$ cat src/hw/rtl/vib_pkg.sv
// shared types, constants and the quarter-wave sine table for the vibrato block
package vib_pkg;

   // delay line, must be a power of two
   localparam int BUFFER_DEPTH = 32768;
   localparam int ADDR_W = $clog2(BUFFER_DEPTH);
   localparam int SAMPLE_W = 24;
   localparam int CSR_W = 16;
   localparam int CSR_INDEX_W = 2;
   localparam int PHASE_W = 16;
   localparam int FRAC_W = 16;
   localparam int POS_W = ADDR_W + FRAC_W;
   localparam int SPAN_W = POS_W + 1;
   localparam int DLY_PROD_W = CSR_W + CSR_W + 1;
   localparam logic [DLY_PROD_W-1:0] SPAN_LIMIT = DLY_PROD_W'(1) << POS_W;

   // sine table, must be a power of two
   localparam int SINE_TABLE_SIZE = 1024;
   localparam int SINE_BITS = $clog2(SINE_TABLE_SIZE);
   localparam int SINE_SHIFT = PHASE_W - SINE_BITS;
   localparam int QUARTER = SINE_TABLE_SIZE / 4;
   localparam int QK_W = SINE_BITS - 1;
   localparam logic [31:0] SIN_A = 32'd51472;
   localparam logic [31:0] SIN_B = 32'd21024;
   localparam logic [31:0] SIN_C = 32'd2320;

   localparam logic [CSR_W-1:0] BASE_DELAY_RST = 16'd24000;
   localparam logic [CSR_W-1:0] MOD_DEPTH_RST = 16'd20972;
   localparam logic [CSR_W-1:0] PHASE_STEP_RST = 16'd2086;
   localparam logic [PHASE_W-1:0] PHASE_RST = 16'd8;

   // decoupling queue between front and back
   localparam int QDEPTH = 2;
   localparam int QPTR_W = $clog2(QDEPTH);
   localparam int QCNT_W = $clog2(QDEPTH + 1);

   typedef enum logic [CSR_INDEX_W-1:0] {
      CSR_BASE_DELAY = 2'd0,
      CSR_MOD_DEPTH  = 2'd1,
      CSR_PHASE_STEP = 2'd2
   } csr_index_type;

   typedef struct packed {
      logic [CSR_W-1:0] base_delay;
      logic [CSR_W-1:0] mod_depth;
      logic [CSR_W-1:0] phase_step;
   } cfg_type;

   // one classified transaction waiting for the back end
   typedef struct packed {
      logic [ADDR_W-1:0]          ip;
      logic [FRAC_W-1:0]          frac;
      logic [ADDR_W-1:0]          wp;
      logic signed [SAMPLE_W-1:0] sample;
      logic                       valid_a;
      logic                       valid_b;
   } entry_type;

   typedef logic [15:0] qsine_tab_type [QUARTER+1];

   function automatic logic [15:0] quarter_sine(input logic [31:0] z);
      logic [31:0] z2;
      logic [31:0] inner;
      logic [31:0] outer;
      logic [31:0] r;
      z2 = (z * z) >> 14;
      inner = SIN_B - ((z2 * SIN_C) >> 14);
      outer = SIN_A - ((z2 * inner) >> 14);
      r = (z * outer) >> 14;
      if (r > 32'd32767) begin
         r = 32'd32767;
      end
      return r[15:0];
   endfunction

   function automatic qsine_tab_type build_qsine();
      qsine_tab_type tab;
      for (int k = 0; k <= QUARTER; k++) begin
         tab[k] = quarter_sine(32'(k) << SINE_SHIFT);
      end
      return tab;
   endfunction

   localparam qsine_tab_type QSINE_TAB = build_qsine();

endpackage

$ cat src/hw/rtl/vib_queue.sv
// short fifo of classified transactions between front and back
module vib_queue import vib_pkg::*; (
   input  logic      clock,
   input  logic      reset,
   input  logic      push_valid,
   output logic      push_ready,
   input  entry_type push_data,
   output logic      pop_valid,
   input  logic      pop_taken,
   output entry_type pop_data
);

   entry_type         slot_ff [QDEPTH];
   logic [QPTR_W-1:0] wr_ptr_ff, wr_ptr_in;
   logic [QPTR_W-1:0] rd_ptr_ff, rd_ptr_in;
   logic [QCNT_W-1:0] count_ff, count_in;
   logic              do_push;
   logic              do_pop;

   assign push_ready = (count_ff != QCNT_W'(QDEPTH));
   assign pop_valid = (count_ff != '0);
   assign pop_data = slot_ff[rd_ptr_ff];
   assign do_push = push_valid && push_ready;
   assign do_pop = pop_taken && pop_valid;

   always_comb begin
      wr_ptr_in = wr_ptr_ff;
      rd_ptr_in = rd_ptr_ff;
      count_in = count_ff;
      if (do_push) begin
         wr_ptr_in = wr_ptr_ff + QPTR_W'(1);
      end
      if (do_pop) begin
         rd_ptr_in = rd_ptr_ff + QPTR_W'(1);
      end
      if (do_push && !do_pop) begin
         count_in = count_ff + QCNT_W'(1);
      end else if (do_pop && !do_push) begin
         count_in = count_ff - QCNT_W'(1);
      end
   end

   always_ff @(posedge clock) begin
      if (reset) begin
         wr_ptr_ff <= '0;
         rd_ptr_ff <= '0;
         count_ff <= '0;
      end else begin
         wr_ptr_ff <= wr_ptr_in;
         rd_ptr_ff <= rd_ptr_in;
         count_ff <= count_in;
      end
   end

   always_ff @(posedge clock) begin
      if (do_push) begin
         slot_ff[wr_ptr_ff] <= push_data;
      end
   end

`ifndef SYNTHESIS
   a_count_bound: assert property (@(posedge clock) disable iff (reset)
      count_ff <= QCNT_W'(QDEPTH))
      else $error("queue holds more than its depth");
   a_pop_nonempty: assert property (@(posedge clock) disable iff (reset)
      pop_taken |-> count_ff != '0)
      else $error("back end popped an empty queue");
`endif

endmodule

$ cat config.mk
export PLATFORM = sky130hd
export DESIGN_NAME = vib_queue
export DESIGN_NICKNAME = d
export VERILOG_FILES = /design/src/hw/rtl/vib_pkg.sv /design/src/hw/rtl/vib_queue.sv
export SDC_FILE = /design/constraint.sdc
export NUM_CORES = 1
export LEC_CHECK = 0
export ABC_CLOCK_PERIOD_IN_PS = 6130
export BUFFER_PORTS_ARGS = -buffer_cell sky130_fd_sc_hd__buf_2
export CORE_ASPECT_RATIO = 1.1
export CORE_MARGIN = 1
export CORE_UTILIZATION = 55
export CTS_CLUSTER_DIAMETER = 50
export DETAILED_ROUTE_END_ITERATION = 8
export PLACE_DENSITY = 0.88
export SLEW_MARGIN = 20
export SYNTH_ARGS = -nofsm -noshare
export SYNTH_HDL_FRONTEND = slang
export SYNTH_SLANG_ARGS = --single-unit
$ cat constraint.sdc
create_clock -name clock -period 6.13 [get_ports clock]
set_input_delay 0.613 -clock clock [delete_from_list [all_inputs] [get_ports clock]]
set_output_delay 0.613 -clock clock [all_outputs]
set_load 0.005 [all_outputs]
Word-level counts from Yosys, hierarchy flattened:

Memory sizes are Yosys's and may differ from the RTL's. A register that Yosys moved wholly into a read port is not among the register bits.
Index checks and enable logic that the tools add are counted.

* bits in registers: 4
* RAM bits: 144
* input bits: 76
* word-level logic and storage cells: 23
* memories kept: 1

Memory list
* slot_ff: depth 2, bits a word 72, read ports 1, clocked after Yosys merged registers in 1, write ports 1, line vib_queue.sv:13 `entry_type slot_ff [QDEPTH];`

* $add $sub $neg: 4
* equal/unequal tests: 1
* muxes and demuxes: 6
* reduce and logical (&&, ||, !) cells: 8

Operators by type and width (number)
* 1-bit logical AND: 4
* 1-bit two-way mux: 4
* 2-bit two-way mux: 2
* 2-bit nonzero test: 2
* 1-bit adder (second input constant): 2
* 2-bit by 1-bit adder with 2-bit output (second input constant): 1
* 1-bit logical NOT: 2
* 2-bit != test (second input constant): 1
* 2-bit by 1-bit subtractor with 2-bit output (second input constant): 1

Logic depth before layout (Yosys ltp):

* depth after elaboration: 6
* gate-level depth with buffers: 6
* depth with buffers taken out: 6

Worst setup path after synthesis:

No wires, ideal clock.

* kind: input port to flip-flop
* from: input push_valid
* to: memory slot_ff[1][0] in the netlist's numbering (enable)
* arrival time: 2.348 ns
* required time: 5.692 ns
* slack: 3.344 ns
* cell stages on the path: 1
* path through: and3_1

* word-level cells in the longest chain between the ends: 3

RTL lines
* from (decl): line vib_queue.sv:5 `input logic push_valid,`
* 1-bit logical AND: line vib_queue.sv:23 `assign do_push = push_valid && push_ready;`
* 1-bit two-way mux: line vib_queue.sv:56 `if (do_push) begin`
* 1-bit two-way mux (implied by the code): line vib_queue.sv:57 `slot_ff[wr_ptr_ff] <= push_data;`
* to (decl): line vib_queue.sv:13

Every way passes these cells.

==> metrics.md <==
| Metric | Value |
|---|---|
| HPWL Detailed | approximately 5800 um |
| Clock network fraction of design power | 34.7% |
| Synth unique cells | 18 |
| Fin crit share | about 43% |
| Num rows | 37 |
| Port Buffers | 149 |
| Status | complete, no violations |
| Number of global-route vias before repair | 2,792 |
| Max-cap violation count | 0 |
| Relative slew margins | around 34% |
| Seq/Total Area, Yosys | 81.9% |
| Hold Violations, Final | 0 |
| # diodes | 0 |
| Syn Nets | 325 |
| Worst slew pin tran | 0.987 ns |
| Post-synthesis mux area share | 15.0% |
| Post-Synth Adder-Cell Area | 0.232% |
| Worst EP required | 5.52 ns |
| Largest family of logic cells by synthesized area | multiplexers |
| Crit Path Class | reg -> out |
| Root buffer cell | clkbuf_8 |
| Final setup viols | 0 |
| Initial antenna violation count | 0 |
| Pre-antenna DRT Iters | 4 |
| Largest net degree at the start of global routing | between 70 and 80 |
| DIE WIDTH | just under 100 um |
| H-Tree Depth | 4 |
| Post-DRT Antenna Nets | 0 |
| Fin. max-slew vios | 0 |
| FILL cells | 609 |
| Seq cells post-synth | 149 |
| Yosys warnings | 0 |
| Worst-Skew Late Latency | 0.51 ns |
| Sw frac | ~24% |
| Int Pwr | between 2 and 2.5 mW |
| Total gr overflow | 0 |
| RSZ-0062 raised after global routing | no |
| Nets@finish | between 400 and 500 |
| Initial DRC count | 102 |
| Die height | 106 um |
| CP max FO | 72 |
| Reg2reg path depth | 4 |
| Net load switching power | about 0.7 mW |
| Compound-Gate Fraction of Synth Area | less than 1% |
| Setup TNS | 0 ns |
| Total number of vias | 2,807 |
| FMAX | approximately 380 MHz |
| Most frequent cells in the layout | buf_2, edfxtp_1, mux2_2 |
| Layout area overhead | 26.7% |
| Num CTS Buffers | 17 |
| Commonest non-fill, non-tap cell in the layout | buf_2 |
| WHS Path Cells | 1 |
| Resize count post-CTS | 0 |
| GP Congestion | 0.681 |
| CP Data Arrival Time | 2.05 ns |
| XOR/XNOR Fraction of Synth Area | 0.486% |
| Clock Skew | 0.00565 ns |
| Drt via density | 5.21 |
| Post-CTS Repair Setup Buffers | 0 |
| Top post-synthesis cells by area | edfxtp_1, mux2_2, dfxtp_1, buf_2, xor2_1 |
| Post-Syn Area | 5400 um2 |
| Initial core utilization | 57.2% |
| Simple-gate share of the synthesized area | 0.926% |
| Worst-path clk slew | 0.06 ns |
| Cell Pwr Density | 421 nW/um2 |
| CP Capture Type | output port |
| Ports | 150 |
| TritonCTS clock tree | done |
| Bufs on Longest Clock Path | 2 |
| Detailed Route WL | 9040 um |
| Mapped Cells | approximately 250 |
| Placement Setup Slack | 3.69 ns |
| All-Layer GR Usage | 18.0% |
| # DRC | 0 |
| Hold crit path type | in -> reg |
| CTS sink cnt | 149 |
| VDD IR max | 0.306 mV |
| Layout cells sized above 1 | 60.4% |
| Hold buffers post-CTS | 0 |
| Min Tclk post-route | 2.67 ns |
| Fin util | 72.5% |
| Synth area leader | edfxtp_1 |
| Synthesized area per cell | 21.8 um2 |
| Core Area | 9440 um2 |
| Seq pwr share | 47.5% |
| Comb pwr share | between 10% and 20% |
| Die area | between 10,000 and 15,000 um2 |
| First-pass GRT wire length | 13,000 um |
| Synth top area share | between 80% and 90% |
| Wire per inst | 16.8 um |
| Pleak | between 2 and 3 nW |
| Slack of the critical path | 3.46 ns |
| Crit start category | flop |
==> layout make-up <==
cell class	count	area, um2	share of cell area (%)
clock inverters	13	159	2.32
flip-flops and latches	149	4430	64.7
inverters	1	3.75	0.0548
well taps	117	146	2.14
repair buffers	150	753	11.0
multi-input cells	90	935	13.7
clock buffers	19	422	6.16
==> cells in the mapped netlist <==
| library cell | instances |
|---|---|
| or2_2 | 1 |
| ha_1 | 1 |
| dfxtp_1 | 5 |
| a21bo_2 | 1 |
| nor2_1 | 3 |
| or3_1 | 1 |
| xor2_1 | 3 |
| edfxtp_1 | 144 |
| mux2_2 | 72 |
| buf_4 | 2 |
| nand2b_1 | 1 |
| and3_1 | 1 |
| a21oi_1 | 2 |
| o21ai_0 | 2 |
| nand3b_1 | 1 |
| buf_2 | 6 |
| and2_1 | 1 |
| inv_1 | 1 |
==> flip-flops by register name, indices dropped and copies added, names as in the netlist, named ones only <==
signal     cells
slot_ff      144
count_ff       2
rd_ptr_ff      1
wr_ptr_ff      1
==> worst paths after layout <==
check	start	to	slack [ns]
setup / recovery	flop	pop_data[0]	3.46
hold / removal	push_data[3]	slot_ff[0][3]	0.29
setup reg to reg	count_ff[0]	slot_ff[0][64]	3.82
hold reg to reg	count_ff[1]	count_ff[1]	0.52
==> through the flow <==
step	area [um2]	hold slack, ns	total power, mW	std cells
3_5_place_dp	6270	0.510	1.91	507
6_report	6850	0.285	2.89	539
5_1_grt	6850	0.259	3.00	539
3_3_place_gp	6270	0.483	1.89	507
2_1_floorplan	5400	0.471	1.68	248
4_1_cts	6850	0.260	2.91	539
==> worst max-delay path, cell delays in order, from the launching register on <==
cell     delay, ns
dfxtp_4       0.96
mux2_2        0.42
buf_2         0.13
==> cell families after synthesis <==
logic type	count (synthesis)
fa+ha+maj	1
buf+inv	9
mux	72
xor+xnor	3
compound gates	5
flops	149
simple gates	9
==> metal layers <==
metal | track usage (%) | part of all wire [%] | up-vias
met5 | 0 | 0 | -
met4 | 7.98 | 1.4 | 0
met3 | 7.01 | 7.0 | 12
met2 | 29.1 | 51 | 110
met1 | 21.0 | 41 | 1381
li1 | - | - | 1304
==> power groups by stage <==
| stage | Combinational (mW) | Sequential [mW] | Clock, mW |
|---|---|---|---|
| 2_1_floorplan | 0.359 | 1.32 | 0 |
| 3_3_place_gp | 0.506 | 1.38 | 0 |
| 3_5_place_dp | 0.518 | 1.40 | 0 |
| 4_1_cts | 0.522 | 1.38 | 1.02 |
| 5_1_grt | 0.560 | 1.39 | 1.05 |
| 6_report | 0.513 | 1.37 | 1.00 |
No activity file was read; power rests on OpenSTA's default activity.
